$ cat src/rtl/core/bps_pkg.sv
`default_nettype none
// ----------------------------------------------------------------------------
// bps_pkg
// Shared types, codes and constants of the bouncing projectile step unit.
// ----------------------------------------------------------------------------
package bps_pkg;

   localparam int WordW = 32;

   // result status codes
   localparam logic [1:0] STATUS_NONE    = 2'd0;
   localparam logic [1:0] STATUS_BOUNCE  = 2'd1;
   localparam logic [1:0] STATUS_STOPPED = 2'd2;

   // request kinds
   localparam logic REQ_LAUNCH = 1'b0;
   localparam logic REQ_STEP   = 1'b1;

   // register indexes
   localparam int CsrIdxW = 4;
   localparam logic [CsrIdxW-1:0] CSR_GRAVITY      = 4'd0;
   localparam logic [CsrIdxW-1:0] CSR_GROUND_LEVEL = 4'd1;
   localparam logic [CsrIdxW-1:0] CSR_BALL_RADIUS  = 4'd2;
   localparam logic [CsrIdxW-1:0] CSR_RESTITUTION  = 4'd3;
   localparam logic [CsrIdxW-1:0] CSR_X_LOW        = 4'd4;
   localparam logic [CsrIdxW-1:0] CSR_X_HIGH       = 4'd5;
   localparam logic [CsrIdxW-1:0] CSR_Z_LOW        = 4'd6;
   localparam logic [CsrIdxW-1:0] CSR_Z_HIGH       = 4'd7;

   // register reset values
   localparam logic [30:0]        GRAVITY_RST     = 31'd642252;
   localparam logic signed [31:0] GROUND_RST      = 32'sd0;
   localparam logic [30:0]        RADIUS_RST      = 31'd6554;
   localparam logic [16:0]        RESTITUTION_RST = 17'd52429;
   localparam logic signed [31:0] X_LOW_RST       = -32'sd327680;
   localparam logic signed [31:0] X_HIGH_RST      = 32'sd327680;
   localparam logic signed [31:0] Z_LOW_RST       = -32'sd327680;
   localparam logic signed [31:0] Z_HIGH_RST      = 32'sd327680;

   // shared multiplier operations
   localparam int MulOpW = 4;
   localparam logic [MulOpW-1:0] MUL_NONE = 4'd0;
   localparam logic [MulOpW-1:0] MUL_TT   = 4'd1;
   localparam logic [MulOpW-1:0] MUL_VX   = 4'd2;
   localparam logic [MulOpW-1:0] MUL_VY   = 4'd3;
   localparam logic [MulOpW-1:0] MUL_VZ   = 4'd4;
   localparam logic [MulOpW-1:0] MUL_GT   = 4'd5;
   localparam logic [MulOpW-1:0] MUL_GULO = 4'd6;
   localparam logic [MulOpW-1:0] MUL_GUHI = 4'd7;
   localparam logic [MulOpW-1:0] MUL_BNC  = 4'd8;
   localparam logic [MulOpW-1:0] MUL_SQ0  = 4'd9;
   localparam logic [MulOpW-1:0] MUL_SQ1  = 4'd10;
   localparam logic [MulOpW-1:0] MUL_SQ2  = 4'd11;
   localparam logic [MulOpW-1:0] MUL_LSQ0 = 4'd12;
   localparam logic [MulOpW-1:0] MUL_LSQ1 = 4'd13;
   localparam logic [MulOpW-1:0] MUL_LSQ2 = 4'd14;

   typedef struct packed {
      logic                load_launch;
      logic                load_step;
      logic                update_pos;
      logic                detect;
      logic                decide;
      logic [MulOpW-1:0]   mul_op;
   } ctl_cmd_type;

   function automatic logic signed [31:0] sat32(input logic signed [67:0] v);
      logic signed [31:0] r;
      if (v > 68'sh0_0000_0000_7FFF_FFFF) begin
         r = 32'sh7FFF_FFFF;
      end else if (v < -68'sh0_0000_0000_8000_0000) begin
         r = 32'sh8000_0000;
      end else begin
         r = v[31:0];
      end
      return r;
   endfunction

endpackage
`default_nettype wire

$ cat src/rtl/core/bps_ctrl.sv
`default_nettype none
// ----------------------------------------------------------------------------
// bps_ctrl
// Sequencer: issues multiplier operations and datapath actions per request.
// ----------------------------------------------------------------------------
module bps_ctrl (
   input  wire logic                 clock,
   input  wire logic                 reset,
   input  wire logic                 req_valid,
   input  wire logic                 req_kind,
   output      logic                 req_ready,
   output      logic                 rsp_valid,
   input  wire logic                 rsp_ready,
   input  wire logic                 hit,
   output      bps_pkg::ctl_cmd_type cmd
);

   localparam logic [4:0] ST_IDLE    = 5'd0;
   localparam logic [4:0] ST_LSQ0    = 5'd1;
   localparam logic [4:0] ST_LSQ1    = 5'd2;
   localparam logic [4:0] ST_LSQ2    = 5'd3;
   localparam logic [4:0] ST_LDRAIN  = 5'd4;
   localparam logic [4:0] ST_TT      = 5'd5;
   localparam logic [4:0] ST_VX      = 5'd6;
   localparam logic [4:0] ST_GULO    = 5'd7;
   localparam logic [4:0] ST_GUHI    = 5'd8;
   localparam logic [4:0] ST_VY      = 5'd9;
   localparam logic [4:0] ST_VZ      = 5'd10;
   localparam logic [4:0] ST_GT      = 5'd11;
   localparam logic [4:0] ST_GDRAIN  = 5'd12;
   localparam logic [4:0] ST_POS     = 5'd13;
   localparam logic [4:0] ST_HIT     = 5'd14;
   localparam logic [4:0] ST_BNC     = 5'd15;
   localparam logic [4:0] ST_BDRAIN  = 5'd16;
   localparam logic [4:0] ST_SQ0     = 5'd17;
   localparam logic [4:0] ST_SQ1     = 5'd18;
   localparam logic [4:0] ST_SQ2     = 5'd19;
   localparam logic [4:0] ST_SDRAIN  = 5'd20;
   localparam logic [4:0] ST_DECIDE  = 5'd21;
   localparam logic [4:0] ST_OUT     = 5'd22;

   logic [4:0] state_ff, state_in;
   logic       accept;

   assign req_ready = (state_ff == ST_IDLE);
   assign rsp_valid = (state_ff == ST_OUT);
   assign accept    = req_valid && req_ready;

   always_comb begin
      state_in        = state_ff;
      cmd             = '0;
      cmd.mul_op      = bps_pkg::MUL_NONE;
      case (state_ff)
         ST_IDLE: begin
            if (accept) begin
               if (req_kind == bps_pkg::REQ_LAUNCH) begin
                  cmd.load_launch = 1'b1;
                  state_in        = ST_LSQ0;
               end else begin
                  cmd.load_step = 1'b1;
                  state_in      = ST_TT;
               end
            end
         end
         ST_LSQ0: begin cmd.mul_op = bps_pkg::MUL_LSQ0; state_in = ST_LSQ1;   end
         ST_LSQ1: begin cmd.mul_op = bps_pkg::MUL_LSQ1; state_in = ST_LSQ2;   end
         ST_LSQ2: begin cmd.mul_op = bps_pkg::MUL_LSQ2; state_in = ST_LDRAIN; end
         ST_LDRAIN: state_in = ST_OUT;
         ST_TT:   begin cmd.mul_op = bps_pkg::MUL_TT;   state_in = ST_VX;     end
         ST_VX:   begin cmd.mul_op = bps_pkg::MUL_VX;   state_in = ST_GULO;   end
         ST_GULO: begin cmd.mul_op = bps_pkg::MUL_GULO; state_in = ST_GUHI;   end
         ST_GUHI: begin cmd.mul_op = bps_pkg::MUL_GUHI; state_in = ST_VY;     end
         ST_VY:   begin cmd.mul_op = bps_pkg::MUL_VY;   state_in = ST_VZ;     end
         ST_VZ:   begin cmd.mul_op = bps_pkg::MUL_VZ;   state_in = ST_GT;     end
         ST_GT:   begin cmd.mul_op = bps_pkg::MUL_GT;   state_in = ST_GDRAIN; end
         ST_GDRAIN: state_in = ST_POS;
         ST_POS:  begin cmd.update_pos = 1'b1; state_in = ST_HIT; end
         ST_HIT:  begin cmd.detect = 1'b1;     state_in = ST_BNC; end
         ST_BNC: begin
            if (hit) begin
               cmd.mul_op = bps_pkg::MUL_BNC;
               state_in   = ST_BDRAIN;
            end else begin
               state_in   = ST_OUT;
            end
         end
         ST_BDRAIN: state_in = ST_SQ0;
         ST_SQ0:  begin cmd.mul_op = bps_pkg::MUL_SQ0; state_in = ST_SQ1;    end
         ST_SQ1:  begin cmd.mul_op = bps_pkg::MUL_SQ1; state_in = ST_SQ2;    end
         ST_SQ2:  begin cmd.mul_op = bps_pkg::MUL_SQ2; state_in = ST_SDRAIN; end
         ST_SDRAIN: state_in = ST_DECIDE;
         ST_DECIDE: begin cmd.decide = 1'b1; state_in = ST_OUT; end
         ST_OUT: begin
            if (rsp_ready) begin
               state_in = ST_IDLE;
            end
         end
         default: state_in = ST_IDLE;
      endcase
   end

   always_ff @(posedge clock) begin
      if (reset) begin
         state_ff <= ST_IDLE;
      end else begin
         state_ff <= state_in;
      end
   end

endmodule
`default_nettype wire

$ cat config.mk
export PLATFORM = sky130hd
export DESIGN_NAME = bps_ctrl
export DESIGN_NICKNAME = d
export VERILOG_FILES = /design/src/rtl/core/bps_pkg.sv /design/src/rtl/core/bps_ctrl.sv
export SDC_FILE = /design/constraint.sdc
export NUM_CORES = 1
export LEC_CHECK = 0
export BUFFER_PORTS_ARGS = -buffer_cell sky130_fd_sc_hd__buf_2
export CAP_MARGIN = 20
export CORE_AREA = 3 3 40 42
export CTS_CLUSTER_DIAMETER = 80
export DETAILED_ROUTE_END_ITERATION = 6
export DIE_AREA = 0 0 43 45
export PLACE_DENSITY = 0.83
export SLEW_MARGIN = 10
export SYNTH_ARGS = -nofsm -noshare
export SYNTH_HDL_FRONTEND = slang
export SYNTH_SLANG_ARGS = --single-unit
$ cat constraint.sdc
create_clock -name clock -period 1.4 [get_ports clock]
set_input_delay 0.21 -clock clock [delete_from_list [all_inputs] [get_ports clock]]
set_output_delay 0.21 -clock clock [all_outputs]
set_load 0.05 [all_outputs]
==> key figures, run 1 <==
Logic synthesis
  – Post-synthesis instance total: 93
  – Library cells used by synthesis: 33
  – Cell with the most instances after synthesis: nor2_1
  – EDFF count, synth: 0
  – Async SR Flop Fraction: 0%
  – Synth area leader: dfxtp_1
  – Top cell type's share of synthesized area: 16.1%
  – Synth area leaders: dfxtp_1 16%, a21oi_1 7.3%, mux2i_1 6.5%
  – Synth Register Bits: 5
  – Warnings, synthesis: 0
  – Register area share after synthesis: 16.1%
  – Syn Std Cell Area: 621 um^2
  – Primary FF master, synth: dfxtp_1
  – Most frequent cells after synthesis: 10 x nor2_1, 9 x a21oi_1, 9 x nand2_1
  – Avg Synthesized Cell Area: 6.67 um^2
  – Syn Nets: 99

Status
  – Status: aborted with a tool error
  – Error: [ERROR DPL-0038] Utilization greater than 100%, impossible to legalize
  – Exit stage: global routing (5_1_grt)

Die
  – Die Wd: 43 um
  – Initial Utilization: 48.3%
  – Io pins: 17
  – Die Y: 45 um
  – Placement Rows: 13

Clock network
  – Root buf cell: clkbuf_4
  – Clock buffer depth: 2
  – Hold-fix buffers at CTS: 0
  – H-tree Lvls: 1
  – Clock sinks: 5
  – CTS buffer count: 3

Global routing
  – Largest net degree at the start of global routing: 12

Place
  – HPWL after detailed placement: 1780 um
  – GPL Wtd Cong: 0.975
  – I/O Buffers: 16
  – Area post-placement: 998 um^2

STA
  – WEP type: output port
  – Crit. endpoint post-GRT repair: cmd[0]
-- metrics by stage --
step / instances / worst slack [ns] / util, %
2_1_floorplan: 93 / -0.109 / -
4_1_cts: 150 / -0.241 / 91.9
3_5_place_dp: 145 / -0.149 / 77.7
3_3_place_gp: 145 / -0.0811 / 77.7
-- logic make-up after synthesis --
logic type	count (synthesis)	synth area share (%)
buf+inv	12	10.1
compound gates	25	26.2
xor+xnor	2	2.82
simple gates	44	36.5
flops	5	16.1
mux	5	8.27
-- repair_timing --
item,CTS
gates resized for setup,45
pin swaps,8
buffers inserted,1
endpoints found under the setup margin,13
==> inputs of run 2 (changes only) <==
--- a/config.mk
+++ b/config.mk
@@ -7,11 +7,10 @@
 export LEC_CHECK = 0
 export BUFFER_PORTS_ARGS = -buffer_cell sky130_fd_sc_hd__buf_2
 export CAP_MARGIN = 20
-export CORE_AREA = 3 3 40 42
-export CTS_CLUSTER_DIAMETER = 80
+export CORE_AREA = 3 3 64 66
 export DETAILED_ROUTE_END_ITERATION = 6
-export DIE_AREA = 0 0 43 45
-export PLACE_DENSITY = 0.83
+export DIE_AREA = 0 0 67 69
+export PLACE_DENSITY_LB_ADDON = 0.15
 export SLEW_MARGIN = 10
 export SYNTH_ARGS = -nofsm -noshare
 export SYNTH_HDL_FRONTEND = slang
==> key figures, run 2 <==
Status
  – Status: complete, but fails checks (was aborted with a tool error)
  – Failing checks: setup timing

Clock network
  – Clock sinks: 5 (unchanged)
  – Clk slew on worst S/H paths: 0.04 ns
  – Root buf cell: clkbuf_8 (was clkbuf_4)
  – H-tree Lvls: 1 (unchanged)
  – CTS buffer count: 3 (unchanged)
  – Clk Latency, worst-skew pair: 0.22 ns
  – Hold-fix buffers at CTS: 0 (unchanged)
  – CTS tree: done
  – Clock buffer depth: 2 (unchanged)

Setup path
  – R2R depth: 7
  – Worst endpoint required time: 1.19 ns
  – Critical path startpoint category: flop
  – Crit Path Max Fanout: 6
  – Critical path endpoint category: output pin
  – Reg2Reg Setup Slack: -0.04 ns
  – Reg-to-Reg End: state_ff[2]
  – CP startpoint: state_ff[1]
  – Crit path to: cmd[7]
  – Type of the worst setup path: reg2out
  – Worst r2r src: state_ff[1]
  – Crit path DAT: 1.39 ns

STA
  – Min Hold Slack: 0.246 ns
  – Max_slew headroom: 82.6%
  – Unrepaired setup endpoints after global routing: yes
  – Min Tclk post-route: 1.60 ns
  – Slew @ Worst Pin: 0.260 ns
  – Fmax: 623 MHz
  – Final WS setup: -0.205 ns
  – Setup-failing EPs final: 13
  – Final hold viol count: 0
  – Final Max Tran Viols: 0
  – Sum Neg Setup Slack: -1.60 ns
  – Final period utilization: 115%
  – Clk_skew: 0.00212 ns

Power and ir drop
  – Switching Share: 47.8%
  – Pwr dens: 2330 mW/mm^2
  – Clock share of power: 8.2%
  – Maximum VDD drop: 0.742 mV
  – Combinational power share: 82.8%
  – Internal power: 1.73 mW
  – Leakage power: 0.577 nW
  – Sw Pwr: 1.59 mW
  – Total power: 3.32 mW
  – Sequential Power Share: 8.9%

Logic synthesis
  – Most frequent cells after synthesis: 10 x nor2_1, 9 x a21oi_1, 9 x nand2_1 (unchanged)
  – Syn Std Cell Area: 621 um^2 (unchanged)
  – Avg Synthesized Cell Area: 6.67 um^2 (unchanged)
  – Syn Nets: 99 (unchanged)
  – Register area share after synthesis: 16.1% (unchanged)
  – Synth Area in Simple Gates: 36.5% (unchanged)
  – Library cells used by synthesis: 33 (unchanged)
  – Synth area leaders: dfxtp_1 16%, a21oi_1 7.3%, mux2i_1 6.5% (unchanged)
  – Synth Register Bits: 5 (unchanged)
  – Warnings, synthesis: 0 (unchanged)
  – Synth area leader: dfxtp_1 (unchanged)
  – Adder-cell share of the synthesized area: 0% (unchanged)
  – Top cell type's share of synthesized area: 16.1% (unchanged)
  – XOR/XNOR Fraction of Synth Area: 2.82% (unchanged)
  – Largest family of logic cells by synthesized area: simple AND/OR/NAND/NOR gates (unchanged)
  – Compound-Gate Fraction of Synth Area: 26.2% (unchanged)
  – Multiplexer share of the synthesized area: 8.27% (unchanged)
  – EDFF count, synth: 0 (unchanged)
  – Primary FF master, synth: dfxtp_1 (unchanged)
  – Post-synthesis instance total: 93 (unchanged)
  – Async SR Flop Fraction: 0% (unchanged)
  – Cell with the most instances after synthesis: nor2_1 (unchanged)

Worst hold path
  – Hold crit path type: in2reg
  – Beginning of the worst hold path: reset
  – Hold path cells: 2

Place
  – I/O Buffers: 16 (unchanged)
  – Area post-placement: 0.00102 mm^2 (was 998 um^2)
  – Pre-CTS WS: -0.114 ns (was -0.149 ns)
  – HPWL after detailed placement: 1770 um (was 1780 um)
  – Placed insts: 176 (was 145)
  – GPL Wtd Cong: 0.812 (was 0.975)

Cells and area
  – Most frequent cells in the layout: 26 x buf_4, 20 x buf_6
  – Max reg flops: 5
  – Area delta synth->final: 130%
  – Fraction of layout cells with a size suffix above 1: 69.4%
  – Finished Cell Area: 0.00143 mm^2
  – Final Non-Filler Cells: 192
  – # fillers: 373
  – Register area: 113 um^2
  – ANT cells: 0
  – Register with the most flip-flops: state_ff
  – Regs by FF count: state_ff: 5 flops
  – Final core occ: 39.3%
  – Nets@finish: 151
  – Leading cell type in the layout, fill and taps excluded: buf_4
  – Multi-input combinational cell area: 687 um^2

Route
  – DR WL/cell: 12.9 um
  – DRC Markers: 0
  – DRT Pass-1 Iters: 4
  – Detail-routed via count per cell: 4.51
  – Antenna Nets Post-Route: 0
  – Via count: 865
  – Final wirelength: 2480 um
  – 1st-iter DRT viols: 13

Global routing
  – Gr ovfl total: 0
  – Tot GR Track Use: 10.8%
  – First-pass GRT wire length: 3970 um
  – Largest net degree at the start of global routing: 10
  – Initial antenna violation count: 0
  – Vias in the first global route: 865

Job
  – Max-cap violation count: 0

Die
  – Die Wd: 67 um (was 43 um)
  – Initial Utilization: 17.1% (was 48.3%)
  – Io pins: 17 (unchanged)
  – Die Y: 69 um (was 45 um)
  – CORE AREA: 0.00363 mm^2
  – Die Footprint: 0.00462 mm^2
  – Placement Rows: 22 (was 13)
## run 2: logic make-up (layout without fill, tap and decap cells)
logic type,Yosys count,after routing
AND/OR/NAND/NOR,44,44
AO/OA/AOI/OAI,25,25
multiplexers,5,5
flip-flops,5,5
XOR/XNOR,2,2
buffers and inverters,12,63
## run 2: area by class of cell
type | instances | area share [%]
clock buffer | 4 | 3.16
inverter | 4 | 1.23
multi-input combinational | 76 | 48.1
sequential | 5 | 7.89
tap | 48 | 4.21
timing repair buffer | 55 | 35.4
## run 2: critical path, stage by stage (launching register included)
cell,delay (ns)
dfxtp_4,0.37
buf_8,0.14
nor2_4,0.08
and4_4,0.26
and3_4,0.19
buf_8,0.14
## run 2: power groups by stage
| stage | clock, mW | combinational [mW] | sequential (mW) |
|---|---|---|---|
| after global placement | 0 | 2.03 | 0.257 |
| after global routing | 0.288 | 2.92 | 0.306 |
| after detailed placement | 0 | 2.02 | 0.260 |
| after CTS | 0.279 | 2.45 | 0.284 |
| final | 0.273 | 2.75 | 0.297 |
| after floorplan | 0 | 1.50 | 0.222 |
## run 2: repair_timing
action                                  CTS  global route
endpoints found under the setup margin   13            14
setup buffers                             4             8
resized for setup                        47            23
pin swaps                                 6            12
## run 2: how the worst min path moves through the flow
| stage | to | slack (ns) |
|---|---|---|
| 2_1_floorplan | state_ff[4] | 0.28 |
| 3_3_place_gp | state_ff[4] | 0.48 |
| 3_5_place_dp | state_ff[4] | 0.48 |
| 4_1_cts | state_ff[3] | 0.24 |
| 5_1_grt | state_ff[3] | 0.25 |
| 6_report | state_ff[3] | 0.25 |
## run 2: per-layer routing
layer / routed length [um] / vias to the layer above / global-route usage [%] / share of wire (%)
met5: 0 / - / 0 / 0
met4: 70 / 0 / 5.63 / 2.8
met3: 86 / 7 / 1.47 / 3.5
met2: 1290 / 18 / 19.0 / 52
met1: 1030 / 405 / 12.2 / 41
li1: - / 435 / - / -
No activity file was read; power rests on OpenSTA's default activity.
==> inputs of run 3 (changes only) <==
--- a/config.mk
+++ b/config.mk
@@ -5,6 +5,7 @@
 export SDC_FILE = /design/constraint.sdc
 export NUM_CORES = 1
 export LEC_CHECK = 0
+export ABC_AREA = 1
 export BUFFER_PORTS_ARGS = -buffer_cell sky130_fd_sc_hd__buf_2
 export CAP_MARGIN = 20
 export CORE_AREA = 3 3 64 66
==> key figures, run 3 <==
Route
  – Final wirelength: 2830 um (was 2480 um)
  – Via count: 935 (was 865)
  – DRT Pass-1 Iters: 4 (unchanged)
  – DRC Markers: 0 (unchanged)
  – Antenna Nets Post-Route: 0 (unchanged)
  – Detail-routed via count per cell: 4.27 (was 4.51)
  – 1st-iter DRT viols: 22 (was 13)
  – DR WL/cell: 12.9 um (about the same)

Power and ir drop
  – Clock share of power: 8.8% (was 8.2%)
  – Total power: 3.06 mW (was 3.32 mW)
  – Internal power: 1.50 mW (was 1.73 mW)
  – Sequential Power Share: 11.7% (was 8.9%)
  – Leakage power: 0.738 nW (was 0.577 nW)
  – Sw Pwr: 1.56 mW (was 1.59 mW)
  – Maximum VDD drop: 1.07 mV (was 0.742 mV)
  – Switching Share: 51.1% (was 47.8%)
  – Combinational power share: 79.5% (was 82.8%)
  – Pwr dens: 2020 mW/mm^2 (was 2330 mW/mm^2)

Clock network
  – CTS buffer count: 3 (unchanged)
  – Clk slew on worst S/H paths: 0.04 ns (about the same)
  – Clk Latency, worst-skew pair: 0.22 ns (about the same)
  – CTS tree: done (unchanged)
  – Clock sinks: 5 (unchanged)
  – H-tree Lvls: 1 (unchanged)
  – Clock buffer depth: 2 (unchanged)
  – Hold-fix buffers at CTS: 0 (unchanged)
  – Root buf cell: clkbuf_8 (unchanged)

Logic synthesis
  – Library cells used by synthesis: 20 (was 33)
  – Synth area leaders: nand2_1 18%, dfxtp_1 17%, nor2_1 12% (was dfxtp_1 16%, a21oi_1 7.3%, mux2i_1 6.5%)
  – Avg Synthesized Cell Area: 5.31 um^2 (was 6.67 um^2)
  – EDFF count, synth: 0 (unchanged)
  – Warnings, synthesis: 0 (unchanged)
  – Register area share after synthesis: 17.3% (was 16.1%)
  – Cell with the most instances after synthesis: nand2_1 (was nor2_1)
  – Syn Std Cell Area: 579 um^2 (was 621 um^2)
  – Most frequent cells after synthesis: 28 x nand2_1, 18 x nor2_1, 17 x inv_1, 11 x nand3_1, 6 x a21oi_1 (was 10 x nor2_1, 9 x a21oi_1, 9 x nand2_1)
  – Primary FF master, synth: dfxtp_1 (unchanged)
  – Syn Nets: 115 (was 99)
  – Synth Register Bits: 5 (unchanged)
  – Post-synthesis instance total: 109 (was 93)
  – Top cell type's share of synthesized area: 18.1% (was 16.1%)
  – Async SR Flop Fraction: 0% (unchanged)
  – Synth area leader: nand2_1 (was dfxtp_1)

Setup path
  – Crit path DAT: 1.37 ns (was 1.39 ns)
  – Worst endpoint required time: 1.19 ns (about the same)
  – Critical path endpoint category: output pin (unchanged)
  – Critical path startpoint category: flop (unchanged)
  – Crit Path Max Fanout: 3 (was 6)
  – Type of the worst setup path: reg2out (unchanged)

STA
  – Final hold viol count: 0 (unchanged)
  – Setup-failing EPs final: 14 (was 13)
  – Final period utilization: 113% (was 115%)
  – Final WS setup: -0.176 ns (was -0.205 ns)
  – Unrepaired setup endpoints after global routing: yes (unchanged)
  – Min Tclk post-route: 1.58 ns (was 1.60 ns)
  – Max_slew headroom: 82.7% (was 82.6%)
  – Fmax: 635 MHz (was 623 MHz)
  – Final Max Tran Viols: 0 (unchanged)
  – Min Hold Slack: 0.192 ns (was 0.246 ns)
  – Slew @ Worst Pin: 0.259 ns (was 0.260 ns)
  – Clk_skew: 0.00463 ns (was 0.00212 ns)

Cells and area
  – Leading cell type in the layout, fill and taps excluded: buf_4 (unchanged)
  – Finished Cell Area: 0.00151 mm^2 (was 0.00143 mm^2)
  – Nets@finish: 178 (was 151)
  – Fraction of layout cells with a size suffix above 1: 69.6% (was 69.4%)
  – Most frequent cells in the layout: 31 x buf_4, 20 x buf_6, 15 x nand2_1 (was 26 x buf_4, 20 x buf_6)
  – Final Non-Filler Cells: 219 (was 192)
  – Max reg flops: 5 (unchanged)
  – ANT cells: 0 (unchanged)
  – Register with the most flip-flops: state_ff (unchanged)
  – Area delta synth->final: 161% (was 130%)
  – Regs by FF count: state_ff: 5 flops (unchanged)

Die
  – Die Wd: 67 um (unchanged)
  – CORE AREA: 0.00363 mm^2 (unchanged)
  – Initial Utilization: 15.9% (was 17.1%)
  – Die Y: 69 um (unchanged)
  – Placement Rows: 22 (unchanged)
  – Die Footprint: 0.00462 mm^2 (unchanged)
  – Io pins: 17 (unchanged)

Place
  – I/O Buffers: 16 (unchanged)
  – GPL Wtd Cong: 0.782 (was 0.812)
  – Placed insts: 202 (was 176)
  – HPWL after detailed placement: 2070 um (was 1770 um)
  – Area post-placement: 0.00108 mm^2 (was 0.00102 mm^2)

Global routing
  – First-pass GRT wire length: 4480 um (was 3970 um)
  – Vias in the first global route: 1009 (was 865)
  – Gr ovfl total: 0 (unchanged)
  – Initial antenna violation count: 0 (unchanged)
  – Largest net degree at the start of global routing: 7 (was 10)
  – Tot GR Track Use: 12.3% (was 10.8%)

Job
  – Max-cap violation count: 0 (unchanged)

Status
  – Failing checks: setup timing (unchanged)
  – Status: complete, but fails checks (unchanged)

Worst hold path
  – Hold crit path type: in2reg (unchanged)
[run 3: layout make-up]
class | instances | area [um^2]
well taps | 48 | 60.1
fillers | 386 | 2120
multi-input cells | 85 | 672
flip-flops and latches | 5 | 119
inverters | 18 | 88.8
repair buffers | 59 | 528
clock buffers | 4 | 45.0
[run 3: power groups by stage]
stage                     Clock, mW  Sequential (mW)  Combinational [mW]
after detailed placement          0            0.303                1.80
after CTS                     0.275            0.351                2.31
after global routing          0.283            0.367                2.59
after floorplan                   0            0.268                1.24
after global placement            0            0.305                1.81
final                         0.271            0.358                2.43
[run 3: layer usage]
layer  GRT usage (%)  vias up  routed length, um
met5               0        -                  0
met4            3.15        0                 29
met3            2.77        4                 94
met2            21.0       19               1480
met1            15.2      428               1230
li1                -      484                  -
[run 3: kinds of logic (layout without fill, tap and decap cells)]
group                  Yosys count  after routing  synth area share [%]
AO/OA/AOI/OAI                   13             13                  13.0
buffers and inverters           19             81                  13.2
flip-flops                       5              5                  17.3
AND/OR/NAND/NOR                 72             72                  56.6
[run 3: per-stage QoR]
step | utilization (%) | setup TNS, ns | worst slack (ns)
after floorplan | - | -0.648 | -0.155
after detailed placement | 29.8 | -1.01 | -0.159
after global placement | 29.8 | -0.856 | -0.125
after global routing | 41.6 | -2.37 | -0.220
final | 41.6 | -1.48 | -0.176
after CTS | 39.3 | -1.65 | -0.168
[run 3: path summary, 6_finish.rpt]
kind	startpoint	end	slack (ns)	cells after the start
worst min-delay path	reset	state_ff[2]	0.19	2
worst max-delay path	state_ff[3]	cmd[1]	-0.18	8
worst min register to register	state_ff[1]	state_ff[2]	0.82	5
worst max register to register	state_ff[4]	state_ff[0]	-0.07	9
[run 3: repair_timing]
| item | in CTS | in global routing |
|---|---|---|
| setup buffers | 12 | 3 |
| resized for setup | 66 | 21 |
| pin swaps | 9 | 12 |
| setup endpoints to repair | 16 | 15 |
| endpoints found under the hold margin | 0 | 0 |
[run 3: critical path, cell delays in order, from the launching register on]
cell and delay (ns):
dfxtp_4 0.38, inv_4 0.05, buf_6 0.11, nand2_4 0.06, nor2_4 0.04, buf_6 0.11
a21oi_2 0.11, nand4_1 0.12, buf_6 0.17
==> inputs of run 4 (changes only) <==
--- a/config.mk
+++ b/config.mk
@@ -6,11 +6,11 @@
 export NUM_CORES = 1
 export LEC_CHECK = 0
 export ABC_AREA = 1
-export BUFFER_PORTS_ARGS = -buffer_cell sky130_fd_sc_hd__buf_2
 export CAP_MARGIN = 20
-export CORE_AREA = 3 3 64 66
+export CORE_AREA = 2 2 63 65
 export DETAILED_ROUTE_END_ITERATION = 6
-export DIE_AREA = 0 0 67 69
+export DIE_AREA = 0 0 65 67
+export DONT_BUFFER_PORTS = 1
 export PLACE_DENSITY_LB_ADDON = 0.15
 export SLEW_MARGIN = 10
 export SYNTH_ARGS = -nofsm -noshare
==> key figures, run 4 (same netlist as run 3, synthesis figures left out) <==
Status
  – Status: complete, but fails checks (unchanged)
  – Failing checks: setup timing (unchanged)

STA
  – Fmax: 616 MHz (was 635 MHz)
  – Final Max Tran Viols: 0 (unchanged)
  – Unrepaired setup endpoints after global routing: yes (unchanged)
  – Final hold viol count: 0 (unchanged)
  – Min Tclk post-route: 1.62 ns (was 1.58 ns)
  – Final WS setup: -0.224 ns (was -0.176 ns)
  – Slew @ Worst Pin: 0.588 ns (was 0.259 ns)
  – Min Hold Slack: 0.0533 ns (was 0.192 ns)
  – Setup-failing EPs final: 14 (unchanged)
  – Sum Neg Setup Slack: -1.58 ns (was -1.48 ns)
  – Final period utilization: 116% (was 113%)
  – Clk_skew: 0.000638 ns (was 0.00463 ns)
  – Max_slew headroom: 60.9% (was 82.7%)

Cells and area
  – Most frequent cells in the layout: 28 x buf_4, 18 x nand2_1, 12 x inv_1 (was 31 x buf_4, 20 x buf_6, 15 x nand2_1)
  – Final Non-Filler Cells: 208 (was 219)
  – Regs by FF count: state_ff: 5 flops (unchanged)
  – Nets@finish: 167 (was 178)
  – Max reg flops: 5 (unchanged)
  – Leading cell type in the layout, fill and taps excluded: buf_4 (unchanged)
  – Fraction of layout cells with a size suffix above 1: 61.9% (was 69.6%)
  – Register with the most flip-flops: state_ff (unchanged)
  – ANT cells: 0 (unchanged)
  – Area delta synth->final: 154% (was 161%)
  – # fillers: 369 (was 386)

Clock network
  – Root buf cell: clkbuf_8 (unchanged)
  – CTS tree: done (unchanged)
  – Clk slew on worst S/H paths: 0.03 ns (was 0.04 ns)
  – Clock sinks: 5 (unchanged)
  – H-tree Lvls: 1 (unchanged)
  – Hold-fix buffers at CTS: 0 (unchanged)
  – CTS buffer count: 3 (unchanged)
  – Clk Latency, worst-skew pair: 0.22 ns (about the same)
  – Clock buffer depth: 2 (unchanged)

Die
  – Die Y: 67 um (was 69 um)
  – Placement Rows: 22 (unchanged)
  – Io pins: 17 (unchanged)
  – Die Wd: 65 um (was 67 um)
  – Initial Utilization: 16.1% (was 15.9%)
  – Die Footprint: 0.00436 mm^2 (was 0.00462 mm^2)
  – CORE AREA: 0.00361 mm^2 (was 0.00363 mm^2)

Power and ir drop
  – Leakage power: 0.677 nW (was 0.738 nW)
  – Combinational power share: 81.5% (was 79.5%)
  – Sw Pwr: 1.52 mW (was 1.56 mW)
  – Sequential Power Share: 10.2% (was 11.7%)
  – Internal power: 1.57 mW (was 1.50 mW)
  – Switching Share: 49.2% (was 51.1%)
  – Pwr dens: 2100 mW/mm^2 (was 2020 mW/mm^2)
  – Clock share of power: 8.3% (was 8.8%)
  – Maximum VDD drop: 1.05 mV (was 1.07 mV)

Global routing
  – Tot GR Track Use: 13.9% (was 12.3%)
  – Gr ovfl total: 0 (unchanged)
  – Vias in the first global route: 966 (was 1009)
  – Largest net degree at the start of global routing: 6 (was 7)
  – Initial antenna violation count: 0 (unchanged)
  – First-pass GRT wire length: 4600 um (was 4480 um)

Route
  – Antenna Nets Post-Route: 0 (unchanged)
  – DRT Pass-1 Iters: 4 (unchanged)
  – DRC Markers: 0 (unchanged)
  – Detail-routed via count per cell: 4.32 (was 4.27)
  – 1st-iter DRT viols: 28 (was 22)
  – Final wirelength: 2650 um (was 2830 um)
  – DR WL/cell: 12.7 um (was 12.9 um)
  – Via count: 898 (was 935)

Setup path
  – Crit Path Max Fanout: 5 (was 3)
  – Critical path startpoint category: flop (unchanged)
  – Critical path endpoint category: output pin (unchanged)
  – Worst endpoint required time: 1.19 ns (about the same)
  – Crit path DAT: 1.41 ns (was 1.37 ns)
  – Type of the worst setup path: reg2out (unchanged)

Place
  – GPL Wtd Cong: 0.808 (was 0.782)
  – I/O Buffers: 0 (was 16)
  – Placed insts: 193 (was 202)
  – HPWL after detailed placement: 2010 um (was 2070 um)

Job
  – Max-cap violation count: 0 (unchanged)

Worst hold path
  – Hold crit path type: in2reg (unchanged)
==> run 4: repair_timing <==
action / in CTS / in global routing
setup buffers: 11 / 1
pin swaps: 11 / 6
resized for setup: 37 / 14
endpoints found under the hold margin: 0 / 0
setup endpoints to repair: 16 / 16
==> run 4: per-stage QoR <==
stage	setup slack [ns]	util (%)	cell area [um^2]	total power [mW]
2_1_floorplan	-0.155	-	728	1.50
4_1_cts	-0.218	39.1	1410	3.05
3_3_place_gp	-0.106	31.3	1130	2.26
6_report	-0.224	40.9	1470	3.09
3_5_place_dp	-0.0822	31.3	1130	2.26
5_1_grt	-0.286	40.9	1470	3.28
==> run 4: worst paths after layout <==
kind / from / to / slack, ns / cells past startpoint
worst min-delay path: reset / state_ff[0] / 0.05 / 1
worst max register to register: state_ff[2] / state_ff[1] / -0.05 / 10
worst min register to register: state_ff[1] / state_ff[2] / 0.78 / 5
worst max-delay path: state_ff[2] / cmd[0] / -0.22 / 7
==> run 4: per-layer routing <==
layer / vias up / wire length, um / GRT usage [%]
met1: 407 / 1100 / 17.0
met5: - / 0 / 0
met2: 30 / 1370 / 25.0
met3: 2 / 172 / 3.72
met4: 0 / 17 / 1.60
li1: 459 / - / -
==> run 4: final cells by class <==
type / instances / area (um^2) / share of cell area (%)
multi-input combinational: 85 / 654 / 44.4
timing repair buffer: 48 / 517 / 35.1
sequential: 5 / 119 / 8.06
inverter: 18 / 78.8 / 5.35
tap: 48 / 60.1 / 4.07
clock buffer: 4 / 45.0 / 3.06
==> run 4: critical path, cell delays in order, from the launching register on <==
cell	delay [ns]
dfxtp_4	0.35
buf_6	0.12
nor2_4	0.20
nand3_4	0.13
nand2_2	0.12
a21oi_4	0.05
o2111ai_4	0.07
buf_12	0.16
==> run 4: power by group through the flow <==
stage	combinational, mW	clock, mW	sequential (mW)
2_1_floorplan	1.24	0	0.268
3_3_place_gp	1.96	0	0.299
3_5_place_dp	1.96	0	0.300
4_1_cts	2.47	0.268	0.316
5_1_grt	2.68	0.277	0.325
6_report	2.52	0.257	0.315
